$ cat src/sv/pas_pkg.sv
// Shared types, constants and character helpers for the PEM armor scanner.
// Depends on nothing; every other file imports it.
package pas_pkg;

    localparam int MAX_LABEL_DEF   = 64;
    localparam int OFFSET_BITS_DEF = 24;
    localparam int OUT_OFF_W       = 24;
    localparam int LEN_W           = 7;
    localparam int FIFO_DEPTH      = 4;
    localparam int Q_AW            = 2;

    localparam int BEGIN_LEN = 11;
    localparam int END_LEN   = 9;
    localparam int TRAIL_LEN = 5;

    localparam logic [1:0] PH_PREFIX  = 2'd0;
    localparam logic [1:0] PH_LABEL   = 2'd1;
    localparam logic [1:0] PH_TRAIL   = 2'd2;
    localparam logic [1:0] PH_MATCHED = 2'd3;

    localparam logic KIND_BLOCK = 1'b0;
    localparam logic KIND_DONE  = 1'b1;

    localparam logic [7:0] CH_LF   = 8'h0A;
    localparam logic [7:0] CH_DASH = 8'h2D;

    typedef struct packed {
        logic [7:0] data_byte;
        logic       last_byte;
    } t_in_word;

    typedef struct packed {
        logic                 result_kind;
        logic [OUT_OFF_W-1:0] label_start;
        logic [LEN_W-1:0]     label_length;
        logic [OUT_OFF_W-1:0] body_start;
        logic [OUT_OFF_W-1:0] body_length;
        logic [OUT_OFF_W-1:0] block_end;
        logic                 label_overflow;
        logic                 last_result;
    } t_out_word;

    typedef struct packed {
        logic                 has_block;
        logic                 has_done;
        logic [OUT_OFF_W-1:0] label_start;
        logic [LEN_W-1:0]     label_length;
        logic [OUT_OFF_W-1:0] body_start;
        logic [OUT_OFF_W-1:0] body_length;
        logic [OUT_OFF_W-1:0] block_end;
        logic                 overflow;
    } t_event;

    typedef struct packed {
        logic   valid;
        t_event ev;
    } t_ev_push;

    function automatic logic [7:0] begin_char(input logic [3:0] idx);
        logic [7:0] c;
        case (idx)
            4'd0, 4'd1, 4'd2, 4'd3, 4'd4: c = CH_DASH;
            4'd5:    c = "B";
            4'd6:    c = "E";
            4'd7:    c = "G";
            4'd8:    c = "I";
            4'd9:    c = "N";
            4'd10:   c = " ";
            default: c = 8'h00;
        endcase
        return c;
    endfunction

    function automatic logic [7:0] end_char(input logic [3:0] idx);
        logic [7:0] c;
        case (idx)
            4'd0, 4'd1, 4'd2, 4'd3, 4'd4: c = CH_DASH;
            4'd5:    c = "E";
            4'd6:    c = "N";
            4'd7:    c = "D";
            4'd8:    c = " ";
            default: c = 8'h00;
        endcase
        return c;
    endfunction

    function automatic logic is_label_byte(input logic [7:0] c);
        return (c >= "A" && c <= "Z") || (c >= "a" && c <= "z") ||
               (c >= "0" && c <= "9") || c == " " || (c >= 8'h09 && c <= 8'h0D);
    endfunction

endpackage

$ cat src/sv/pas_front.sv
// Front end: line matcher, label store and offsets; one byte per cycle unless full.
// Emits one event word per byte that closes a block or ends the stream. Uses pas_pkg.
module pas_front #(
    parameter int MAX_LABEL   = pas_pkg::MAX_LABEL_DEF,
    parameter int OFFSET_BITS = pas_pkg::OFFSET_BITS_DEF
) (
    input  logic              i_clk,
    input  logic              i_rst_n,
    input  logic              i_push,
    input  logic              i_q_full,
    input  pas_pkg::t_in_word i_in,
    output pas_pkg::t_ev_push o_push
);
    import pas_pkg::*;

    localparam int PI_W = ($clog2(MAX_LABEL + 2) > 4) ? $clog2(MAX_LABEL + 2) : 4;
    localparam int AW   = (MAX_LABEL > 1) ? $clog2(MAX_LABEL) : 1;
    localparam int OW   = (OFFSET_BITS > OUT_OFF_W) ? OFFSET_BITS : OUT_OFF_W;
    localparam int LW   = (PI_W > LEN_W) ? PI_W : LEN_W;
    localparam logic [OFFSET_BITS-1:0] OFF_MAX = {OFFSET_BITS{1'b1}};

    logic                   r_mode, n_mode;
    logic [1:0]             r_phase, n_phase;
    logic [PI_W-1:0]        r_idx, n_idx;
    logic                   r_ok, n_ok;
    logic [OFFSET_BITS-1:0] r_off, n_off;
    logic [OFFSET_BITS-1:0] r_ls, n_ls;
    logic [PI_W-1:0]        r_bll, n_bll;
    logic [OFFSET_BITS-1:0] r_sls, n_sls;
    logic [OFFSET_BITS-1:0] r_sbs, n_sbs;
    logic                   r_ovf, n_ovf;

    logic [7:0]             mem [MAX_LABEL];
    logic [7:0]             r_rd;

    logic                   accept;
    logic [7:0]             b;
    logic                   wr_en;
    logic                   ev_block;
    logic                   ovf_now;
    logic [OFFSET_BITS-1:0] off_inc;
    logic [OFFSET_BITS:0]   ls_sum;
    logic [OFFSET_BITS-1:0] ls11;
    logic [OFFSET_BITS-1:0] body_len;
    logic [7:0]             pchar;
    logic [PI_W-1:0]        plen;
    logic [OW-1:0]          sls_w, sbs_w, blen_w, end_w;
    logic [LW-1:0]          bll_w;

    assign accept = i_push && !i_q_full;
    assign b      = i_in.data_byte;
    assign off_inc = (r_off == OFF_MAX) ? OFF_MAX : r_off + 1'b1;
    assign ls_sum = {1'b0, r_ls} + (OFFSET_BITS + 1)'(BEGIN_LEN);
    assign ls11   = ls_sum[OFFSET_BITS] ? OFF_MAX : ls_sum[OFFSET_BITS-1:0];
    assign body_len = (r_ls > r_sbs) ? (r_ls - r_sbs - 1'b1) : '0;
    assign pchar  = r_mode ? end_char(r_idx[3:0]) : begin_char(r_idx[3:0]);
    assign plen   = r_mode ? PI_W'(END_LEN) : PI_W'(BEGIN_LEN);

    always_comb begin
        n_mode   = r_mode;
        n_phase  = r_phase;
        n_idx    = r_idx;
        n_ok     = r_ok;
        n_off    = r_off;
        n_ls     = r_ls;
        n_bll    = r_bll;
        n_sls    = r_sls;
        n_sbs    = r_sbs;
        n_ovf    = r_ovf;
        wr_en    = 1'b0;
        ev_block = 1'b0;
        ovf_now  = r_ovf;
        if (accept) begin
            n_off = off_inc;
            if (b == CH_LF) begin
                if (r_ok && r_phase == PH_MATCHED) begin
                    if (!r_mode) begin
                        if (r_bll > PI_W'(MAX_LABEL)) begin
                            n_ovf   = 1'b1;
                            ovf_now = 1'b1;
                        end else begin
                            n_sls  = ls11;
                            n_sbs  = off_inc;
                            n_mode = 1'b1;
                        end
                    end else begin
                        ev_block = 1'b1;
                        n_mode   = 1'b0;
                    end
                end
                n_phase = PH_PREFIX;
                n_idx   = '0;
                n_ok    = 1'b1;
                n_ls    = off_inc;
            end else if (r_ok) begin
                unique case (r_phase)
                    PH_PREFIX: begin
                        if (r_idx < plen && b == pchar) begin
                            if (r_idx + 1'b1 == plen) begin
                                n_phase = PH_LABEL;
                                n_idx   = '0;
                            end else begin
                                n_idx = r_idx + 1'b1;
                            end
                        end else begin
                            n_ok = 1'b0;
                        end
                    end
                    PH_LABEL: begin
                        if (is_label_byte(b)) begin
                            if (!r_mode) begin
                                wr_en = (r_idx < PI_W'(MAX_LABEL));
                                if (r_idx <= PI_W'(MAX_LABEL)) n_idx = r_idx + 1'b1;
                            end else if (r_idx < r_bll && r_idx < PI_W'(MAX_LABEL) &&
                                         r_rd == b) begin
                                n_idx = r_idx + 1'b1;
                            end else begin
                                n_ok = 1'b0;
                            end
                        end else if (r_mode && r_idx != r_bll) begin
                            n_ok = 1'b0;
                        end else begin
                            if (!r_mode) n_bll = r_idx;
                            if (b == CH_DASH) begin
                                n_phase = PH_TRAIL;
                                n_idx   = PI_W'(1);
                            end else begin
                                n_ok = 1'b0;
                            end
                        end
                    end
                    PH_TRAIL: begin
                        if (b == CH_DASH) begin
                            n_idx = r_idx + 1'b1;
                            if (r_idx + 1'b1 >= PI_W'(TRAIL_LEN)) n_phase = PH_MATCHED;
                        end else begin
                            n_ok = 1'b0;
                        end
                    end
                    PH_MATCHED: begin
                    end
                endcase
            end
            if (i_in.last_byte) begin
                n_mode  = 1'b0;
                n_phase = PH_PREFIX;
                n_idx   = '0;
                n_ok    = 1'b1;
                n_off   = '0;
                n_ls    = '0;
                n_bll   = '0;
                n_sls   = '0;
                n_sbs   = '0;
                n_ovf   = 1'b0;
            end
        end
    end

    always_ff @(posedge i_clk) begin
        if (!i_rst_n) begin
            r_mode  <= 1'b0;
            r_phase <= PH_PREFIX;
            r_idx   <= '0;
            r_ok    <= 1'b1;
            r_off   <= '0;
            r_ls    <= '0;
            r_bll   <= '0;
            r_sls   <= '0;
            r_sbs   <= '0;
            r_ovf   <= 1'b0;
        end else begin
            r_mode  <= n_mode;
            r_phase <= n_phase;
            r_idx   <= n_idx;
            r_ok    <= n_ok;
            r_off   <= n_off;
            r_ls    <= n_ls;
            r_bll   <= n_bll;
            r_sls   <= n_sls;
            r_sbs   <= n_sbs;
            r_ovf   <= n_ovf;
        end
    end

    // prefetch the label byte for the next index
    always_ff @(posedge i_clk) begin
        if (wr_en) mem[r_idx[AW-1:0]] <= b;
        r_rd <= mem[n_idx[AW-1:0]];
    end

    assign sls_w  = OW'(r_sls);
    assign sbs_w  = OW'(r_sbs);
    assign blen_w = OW'(body_len);
    assign end_w  = OW'(off_inc);
    assign bll_w  = LW'(r_bll);

    always_comb begin
        o_push.valid           = accept && (ev_block || i_in.last_byte);
        o_push.ev.has_block    = ev_block;
        o_push.ev.has_done     = i_in.last_byte;
        o_push.ev.label_start  = sls_w[OUT_OFF_W-1:0];
        o_push.ev.label_length = bll_w[LEN_W-1:0];
        o_push.ev.body_start   = sbs_w[OUT_OFF_W-1:0];
        o_push.ev.body_length  = blen_w[OUT_OFF_W-1:0];
        o_push.ev.block_end    = end_w[OUT_OFF_W-1:0];
        o_push.ev.overflow     = ovf_now;
    end

endmodule

$ cat src/sv/pas_fifo.sv
// Short event queue between the scanner front and the result back end.
// Register array with head read; uses pas_pkg for the event type and depth.
module pas_fifo (
    input  logic              i_clk,
    input  logic              i_rst_n,
    input  pas_pkg::t_ev_push i_push,
    input  logic              i_pop,
    output logic              o_full,
    output logic              o_valid,
    output pas_pkg::t_event   o_head
);
    import pas_pkg::*;

    t_event          mem [FIFO_DEPTH];
    logic [Q_AW-1:0] r_wr_ptr, r_rd_ptr;
    logic [Q_AW:0]   r_count;
    logic            do_push, do_pop;

    assign o_full  = (r_count == (Q_AW + 1)'(FIFO_DEPTH));
    assign o_valid = (r_count != '0);
    assign o_head  = mem[r_rd_ptr];
    assign do_push = i_push.valid && !o_full;
    assign do_pop  = i_pop && o_valid;

    always_ff @(posedge i_clk) begin
        if (!i_rst_n) begin
            r_wr_ptr <= '0;
            r_rd_ptr <= '0;
            r_count  <= '0;
        end else begin
            if (do_push) r_wr_ptr <= r_wr_ptr + 1'b1;
            if (do_pop) r_rd_ptr <= r_rd_ptr + 1'b1;
            r_count <= r_count + (Q_AW + 1)'(do_push) - (Q_AW + 1)'(do_pop);
        end
    end

    always_ff @(posedge i_clk) begin
        if (do_push) mem[r_wr_ptr] <= i_push.ev;
    end

endmodule

$ cat src/sv/pas_back.sv
// Back end: expands each queued event into one or two result words.
// Drives the result queue interface; uses pas_pkg.
module pas_back (
    input  logic               i_clk,
    input  logic               i_rst_n,
    input  logic               i_q_valid,
    input  pas_pkg::t_event    i_head,
    input  logic               i_pop,
    output logic               o_q_pop,
    output logic               o_empty,
    output pas_pkg::t_out_word o_out
);
    import pas_pkg::*;

    logic r_sub;
    logic accept;
    logic two;
    logic show_done;

    assign accept    = i_pop && i_q_valid;
    assign two       = i_head.has_block && i_head.has_done;
    assign show_done = !i_head.has_block || r_sub;
    assign o_empty   = !i_q_valid;
    assign o_q_pop   = accept && !(two && !r_sub);

    always_ff @(posedge i_clk) begin
        if (!i_rst_n) begin
            r_sub <= 1'b0;
        end else if (accept) begin
            r_sub <= two && !r_sub;
        end
    end

    always_comb begin
        if (show_done) begin
            o_out.result_kind    = KIND_DONE;
            o_out.label_start    = '0;
            o_out.label_length   = '0;
            o_out.body_start     = '0;
            o_out.body_length    = '0;
            o_out.block_end      = '0;
            o_out.label_overflow = i_head.overflow;
            o_out.last_result    = 1'b1;
        end else begin
            o_out.result_kind    = KIND_BLOCK;
            o_out.label_start    = i_head.label_start;
            o_out.label_length   = i_head.label_length;
            o_out.body_start     = i_head.body_start;
            o_out.body_length    = i_head.body_length;
            o_out.block_end      = i_head.block_end;
            o_out.label_overflow = 1'b0;
            o_out.last_result    = !i_head.has_done;
        end
    end

endmodule

$ cat src/sv/pem_armor_scanner_top.sv
// Top level of the PEM armor scanner: front matcher, event queue, result back end.
// Depends on pas_pkg, pas_front, pas_fifo and pas_back.
//
//   channel   direction  handshake     payload
//   input     in         push / full   i_in  (t_in_word: data_byte, last_byte)
//   result    out        empty / pop   o_out (t_out_word)
//
// One byte is taken every cycle while full is low; the front updates the line
// matcher and offsets in that cycle, with the label store read registered for the next index.
// A byte that ends a block or the stream yields one or two result words from a
// four-entry event queue; full rises only when that queue is full.
// Reset is synchronous and active low; no clearing pass is needed.
module pem_armor_scanner_top #(
    parameter int MAX_LABEL   = pas_pkg::MAX_LABEL_DEF,
    parameter int OFFSET_BITS = pas_pkg::OFFSET_BITS_DEF
) (
    input  logic               i_clk,
    input  logic               i_rst_n,
    input  logic               push,
    output logic               full,
    input  pas_pkg::t_in_word  i_in,
    output logic               empty,
    input  logic               pop,
    output pas_pkg::t_out_word o_out
);
    import pas_pkg::*;

    t_ev_push ev_push;
    t_event   head;
    logic     q_full;
    logic     q_valid;
    logic     q_pop;

    assign full = q_full;

    pas_front #(
        .MAX_LABEL  (MAX_LABEL),
        .OFFSET_BITS(OFFSET_BITS)
    ) u_front (
        .i_clk   (i_clk),
        .i_rst_n (i_rst_n),
        .i_push  (push),
        .i_q_full(q_full),
        .i_in    (i_in),
        .o_push  (ev_push)
    );

    pas_fifo u_fifo (
        .i_clk  (i_clk),
        .i_rst_n(i_rst_n),
        .i_push (ev_push),
        .i_pop  (q_pop),
        .o_full (q_full),
        .o_valid(q_valid),
        .o_head (head)
    );

    pas_back u_back (
        .i_clk    (i_clk),
        .i_rst_n  (i_rst_n),
        .i_q_valid(q_valid),
        .i_head   (head),
        .i_pop    (pop),
        .o_q_pop  (q_pop),
        .o_empty  (empty),
        .o_out    (o_out)
    );

endmodule

$ cat config.mk
export PLATFORM = sky130hd
export DESIGN_NAME = pem_armor_scanner_top
export DESIGN_NICKNAME = d
export VERILOG_FILES = /design/src/sv/pas_pkg.sv /design/src/sv/pas_front.sv /design/src/sv/pas_fifo.sv /design/src/sv/pas_back.sv /design/src/sv/pem_armor_scanner_top.sv
export SDC_FILE = /design/constraint.sdc
export NUM_CORES = 1
export LEC_CHECK = 0
export ABC_AREA = 1
export ABC_CLOCK_PERIOD_IN_PS = 8300
export BUFFER_PORTS_ARGS = -buffer_cell sky130_fd_sc_hd__buf_2
export CAP_MARGIN = 20
export CORE_ASPECT_RATIO = 1.1
export CORE_UTILIZATION = 42
export DETAILED_ROUTE_END_ITERATION = 12
export HOLD_SLACK_MARGIN = 0.15
export PLACE_DENSITY_LB_ADDON = 0.15
export SYNTH_ARGS = -nofsm -noshare
export SYNTH_HDL_FRONTEND = slang
export SYNTH_SLANG_ARGS = --single-unit
export TNS_END_PERCENT = 30
$ cat constraint.sdc
create_clock -name i_clk -period 8.3 [get_ports i_clk]
set_input_delay 0 -clock i_clk [delete_from_list [all_inputs] [get_ports i_clk]]
set_output_delay 0 -clock i_clk [all_outputs]
set_load 0.05 [all_outputs]
* After elaboration in Yosys (flattened, before gate mapping) *
Memories as Yosys holds them, arrays and structs flattened. A register that Yosys moved wholly into a read port is not among the register bits.
Cells that the tools add are included.

cells by class
  eq/ne operators = 28
  $add $sub $neg = 9
  order comparisons = 15
  muxes and demuxes = 90
  reductions and logical operators = 43

operator list
  kind                                                             count
  two-way mux 24 bit                                               16
  two-way mux 7 bit                                                19
  two-way mux 106 bit                                              1
  two-way mux 1 bit                                                34
  two-way mux 2 bit                                                13
  adder 24 x 4 -> 25 bit (second input constant)                   1
  adder 24 x 1 -> 24 bit (second input constant)                   1
  equality test 24 bit (second input constant)                     1
  > comparator 24 bit                                              1
  subtractor 24 x 1 -> 24 bit (second input constant)              1
  subtractor 24 bit                                                1
  case mux 7 bit (3 select lines)                                  1
  inequality test 4 x 2 -> 1 bit (second input constant)           5
  logical AND 1 bit                                                17
  equality test 8 x 6 -> 1 bit (second input constant)             2
  equality test 8 bit                                              2
  >= comparator 8 x 7 -> 1 bit (second input constant)             2
  less-or-equal comparator 8 x 7 -> 1 bit (second input constant)  2
  inequality test 2 bit (second input constant)                    5
  AND reduction 10 bit                                             1
  AND reduction 9 bit                                              1
  equality test 8 x 4 -> 1 bit (second input constant)             1
  >= comparator 8 x 4 -> 1 bit (second input constant)             1
  >= comparator 8 x 6 -> 1 bit (second input constant)             1
  other kinds (37)                                                 55

word-level totals
  memory bits (writable) = 936
  memories kept = 4
  output and inout port bits = 108
  memory bits (read-only) = 192
  register bits after elaboration = 123
  logic and storage cells = 204

memories
  name              depth  width  read ports  clocked after Yosys merged registers in  write ports  RTL line         source
  u_front.mem       64     8      1           1                                        1            pas_front.sv:33  logic [7:0] mem [MAX_LABEL];
  u_fifo.mem        4      106    1           1                                        1            pas_fifo.sv:14   t_event mem [FIFO_DEPTH];
  (name not given)  16     6      1           1                                        0            pas_pkg.sv:61    case (idx)
  (name not given)  16     6      1           1                                        0            pas_pkg.sv:76    case (idx)

* Depth between registers and ports, before layout *
  word-level depth = 13
  mapped depth = 25
  gate-level depth less buffers = 24

* By module *
A second synthesis with hierarchy kept.

second synthesis, totals
  cell total of the unflattened synthesis = 4,426
  area, all modules = 47,418.0 um2

by module, submodules not included
  module     cells each  times used  area an instance (um2)
  pas_front  3,105       1           29,801.1
  pas_fifo   1,090       1           16,154.2
  pas_back   231         1           1,462.7

* Worst setup path before layout *
No wires, ideal clock.

  kind = register -> register
  start = register u_fifo.r_count[1]
  end = memory u_fifo.mem[0][0] (netlist name), enable pin
  library setup time = 572 ps
  period minus slack after synthesis = 6,731 ps
  slack = 1,569 ps
  arrival time = 6,158 ps
  cell stages (with the launch flop) = 9
  required time = 7,728 ps
  cell sequence = dfxtp_1 nor2_1 nand2_1 inv_1 nor2_1 inv_1 nor4_1 nor2_1 nor2_1

RTL lines
  item                    RTL line        source
  start, declared         pas_fifo.sv:16  logic [Q_AW:0] r_count;
  start signal, assigned  pas_fifo.sv:33  r_count <= r_count + (Q_AW + 1)'(do_push) - (Q_AW + 1)'(do_pop);
  end, declared           pas_fifo.sv:14

* Worst setup path in the final report *
  start = register u_front.r_idx[1]
  end = register u_front.r_rd[5], read port of u_front.mem

on the way
  cells in the longest elaborated chain, start to end = 11
  elaborated cells on any way between the ends = 25
  classes of those cells = add/sub: 1; order compare: 4; eq/ne: 2; mux: 14; reduce/logical: 4

ends and longest elaborated chain
  item                                                           RTL line          source
  start, declared                                                pas_front.sv:24   logic [PI_W-1:0] r_idx, n_idx;
  start signal, assigned                                         pas_front.sv:174  r_idx <= n_idx;
  branches (longest 10 deep; another with adder 7 x 1 -> 7 bit)  n/a
  two-way mux 6 bit *                                            pas_front.sv:73   if (accept) begin
  end, declared                                                  pas_front.sv:34   logic [7:0] r_rd;

Every way passes the cells marked *. The select of a mux whose other input is x is not followed.
A chain may end at the register's enable or synchronous reset.

==> flow_summary_export.csv <==
group,metric,value,unit
setup_path,critPathSlowestCell,"nand2_8",
yosys,yosys.area.top_type_share,58.5,%
sta,min_period,5440,ps
hold_path,hold_class,"in2reg",
flow_run,cap_violations,0,
yosys,ys_ff_latch,1081,
finish,antenna_cells,0,
yosys,synth_flop_cell,"edfxtp_1",
sta,slew_headroom,27.7,%
setup_path,r2r-start,"u_front.r_idx[1]",
finish,nets,4768,
die,io_pins,121,
placed_design,hpwl,78800,um
finish,layout-drive-gt1-share,7.70,%
setup_path,rr_worst_depth,19,
setup_path,critPathMaxFanout,112,
die,die_area,0.116,mm^2
detailed_routing,avgViaCountPerCell,5.31,
finish,area_delta_synth_final,11.4,%
sta,fin_tns_setup,0,ps
setup_path,cp.depth,19,
power_and_ir_drop,p_leak,20.3,nW
sta,finalClockSkew,39.5,ps
clocking,numClockSinks,1081,
sta,grt_setup_unrepaired,"no",
die,rows,129,
placed_design,place_congestion,0.917,
yosys,seq_area_frac_synth,64.6,%
setup_path,worstSetupPathType,"reg2reg",
setup_path,critical-path-max-stage-delay,780,ps
yosys,synth_warnings,0,
yosys,ys_types,50,
power_and_ir_drop,pwr_density_cell,299,mW/mm^2
yosys,netlist_area,0.0480,mm^2
detailed_routing,first_iter_violations,2822,
yosys,avgSynthCellArea,10.3,um^2
power_and_ir_drop,peakVddDrop,0.230,mV
yosys,synth-edff-count,936,
global_routing,grt_max_degree,131,
die,start_util,42.5,%
clocking,root_buffer,"clkbuf_16",
finish,seq_area,0.0310,mm^2
setup_path,crit_family,"simple AND/OR/NAND/NOR gates",
hold_path,min_path_cells,2,
global_routing,grt_pass1_vias,31700,
die,die_h,357,um
detailed_routing,drc_errors,0,
sta,worstMarginPinSlew,1080,ps
yosys,netlist_instances,4675,
setup_path,path_cells,"inv_1 -> ha_1 -> nand2_1 -> nand3_1 -> nor3_1 -> nand3_1 -> nand2_1 -> nand2_1 -> a21oi_1 -> nand2_8 -> nand2_8 -> buf_12 -> nand2_1 -> nand3_1 -> nand3_1 -> nand3_1 -> nand3_1 -> nand3_1 -> nand2_1",
clocking,clk_latency,720,ps
detailed_routing,wl_per_cell,20.9,um
sta,period_share,65.5,%
clocking,cts_max_level,3,
yosys,syn-num-nets,4740,
sta,max_freq,184,MHz
setup_path,crit_path_frequent_cell,"nand3_1",
finish,instances_no_fill,6297,
detailed_routing,vias,33400,
sta,finalSetupViolCount,0,
clocking,numCtsBuffers,113,
detailed_routing,postRouteAntennaNets,0,
clocking,cts_buffer_depth,3,
power_and_ir_drop,p_total,16.0,mW
setup_path,cp.required,8910,ps
setup_path,rr_endpoint,"u_front.r_rd[5]",
global_routing,track_usage,22.3,%
finish,multi_input_area,0.0141,mm^2
placed_design,port_buffers,120,
setup_path,cp_num_buf_inv,2,
setup_path,critPathLaunch,"u_front.r_idx[1]",
clocking,post_cts_resized,0,
sta,slew_viol_final,0,
yosys,synth_largest_area_cell,"edfxtp_1",
sta,finalHoldViolCount,0,
detailed_routing,dr.pass1.iters,5,
setup_path,cp-start-kind,"register",
setup_path,r2r_slack,2860,ps
setup_path,crit_end,"u_front.r_rd[5]",
finish,fillers,10600,
yosys,synth_area_leaders,"edfxtp_1, nand3_1, dfxtp_1",
placed_design,dp_cells,6080,
global_routing,gr-total-overflow,0,
run_status,status,"complete, no violations",
detailed_routing,wirelength,131000,um
setup_path,end_kind,"register",
die,core,0.113,mm^2
setup_path,worstPathArrival,6050,ps
die,die_w,324,um
clocking,cts_tree,"built",
global_routing,grt_pass1_wl,198000,um
global_routing,antenna_found_initial,0,
yosys,async_reset_ff_share,0,%
clocking,cts.clk_slew.worst_paths,80,ps
-- where the power goes --
| part | leakage, nW | switching [mW] | internal, mW |
|---|---|---|---|
| Clock | 1.72 | 2.13 | 2.82 |
| Sequential | 9.72 | 0.252 | 6.30 |
| Combinational | 8.83 | 3.48 | 1.01 |
| Total | 20.3 | 5.86 | 10.1 |
-- worst reg2reg max path, delay by kind of cell, from the launching register on --
kind / cells / cell delay [ps]
AND/OR/NAND/NOR: 15 / 3110
buffers and inverters: 2 / 810
flip-flops: 1 / 680
adder cells (fa/ha/maj): 1 / 390
AO/OA/AOI/OAI: 1 / 370
-- sequential cells by signal (all words and copies together), names as in the netlist, 8 cells and up, named ones only --
signal	cells
u_fifo.mem	424
u_front.mem	512
u_front.r_ls	24
u_front.r_off	24
u_front.r_rd	8
u_front.r_sbs	24
u_front.r_sls	24
-- routing by layer --
metal / up-vias / track usage, % / share of wire [%]
met3: 182 / 2.42 / 4.3
li1: 16100 / - / -
met5: - / 0 / 0
met1: 16300 / 29.3 / 43
met4: 0 / 8.02 / 3.1
met2: 864 / 38.2 / 50
-- synthesized netlist by cell type, drive strengths merged (4+ instances only) --
cell,count
ha,50
o21ai,364
o2111ai,4
nand2,635
nor2,609
inv,475
edfxtp,936
nand3,592
o22ai,5
nor3,28
nand3b,192
nand4,17
a211oi,13
buf,130
o21a,4
dfxtp,145
clkbuf,132
clkinv,5
nor4,9
xnor2,13
a21oi,267
or2,11
xor2,19
-- area by class of cell --
| type | instances | share of cell area (%) |
|---|---|---|
| inverter | 480 | 3.40 |
| tap | 1506 | 3.52 |
| timing repair buffer | 175 | 2.10 |
| clock inverter | 54 | 1.09 |
| multi-input combinational | 2852 | 26.3 |
| sequential | 1081 | 58.0 |
| clock buffer | 149 | 5.65 |
-- how the worst min path moves through the flow --
stage	start	end
after global routing	i_in[5]	u_front.mem[55][4]
final	i_in[5]	u_front.mem[55][4]
after global placement	i_in[0]	u_fifo.mem[2][104]
after CTS	i_in[0]	u_fifo.mem[2][104]
after floorplan	i_in[0]	u_fifo.mem[0][104]
after detailed placement	i_in[0]	u_fifo.mem[2][104]
-- layout by cell type, fill, tap and decap left out, types with 5 or more instances in the layout --
master / instances
nand3_1: 591
nor2_2: 5
nand2_1: 628
nor2_1: 596
clkbuf_1: 31
a21oi_1: 267
nor3_1: 26
dfxtp_1: 143
a211oi_1: 13
bufinv_16: 8
nand3b_1: 192
inv_1: 460
nor4_1: 7
buf_4: 36
dlygate4sd3_1: 12
clkinv_2: 7
inv_2: 12
nand4_1: 17
buf_12: 6
or2_2: 11
clkinv_1: 27
o21ai_1: 10
clkinvlp_4: 5
clkbuf_16: 114
ha_1: 50
edfxtp_1: 936
buf_2: 120
nor2_4: 8
o22ai_1: 5
xor2_1: 19
xnor2_1: 13
o21ai_0: 353
inv_6: 6
-- metrics by stage --
stage | worst slack, ps | util [%] | hold WS (ps) | area (um^2)
after floorplan | 1570 | - | 98.9 | 48000
after global placement | 3000 | 44.0 | 343 | 49800
after detailed placement | 2970 | 44.0 | 343 | 49800
after CTS | 2970 | 47.3 | 216 | 53500
after global routing | 2390 | 47.4 | 244 | 53500
final | 2860 | 47.4 | 260 | 53500
-- logic make-up after synthesis --
kind of cell / Yosys count / share of synthesized area (%)
AOI/OAI and AO/OA: 669 / 7.20
xor gates and xnor gates: 32 / 0.584
adders and majority gates: 52 / 1.39
buffers and inverters: 742 / 6.32
DFF: 1081 / 64.6
and+or+nand+nor: 2099 / 19.9
-- what timing repair did --
item	4_1_cts	5_1_grt
hold buffers	12	0
endpoints found under the hold margin	458	0
setup buffers	0	0
Note: power is estimated with default switching activity, not from simulation.
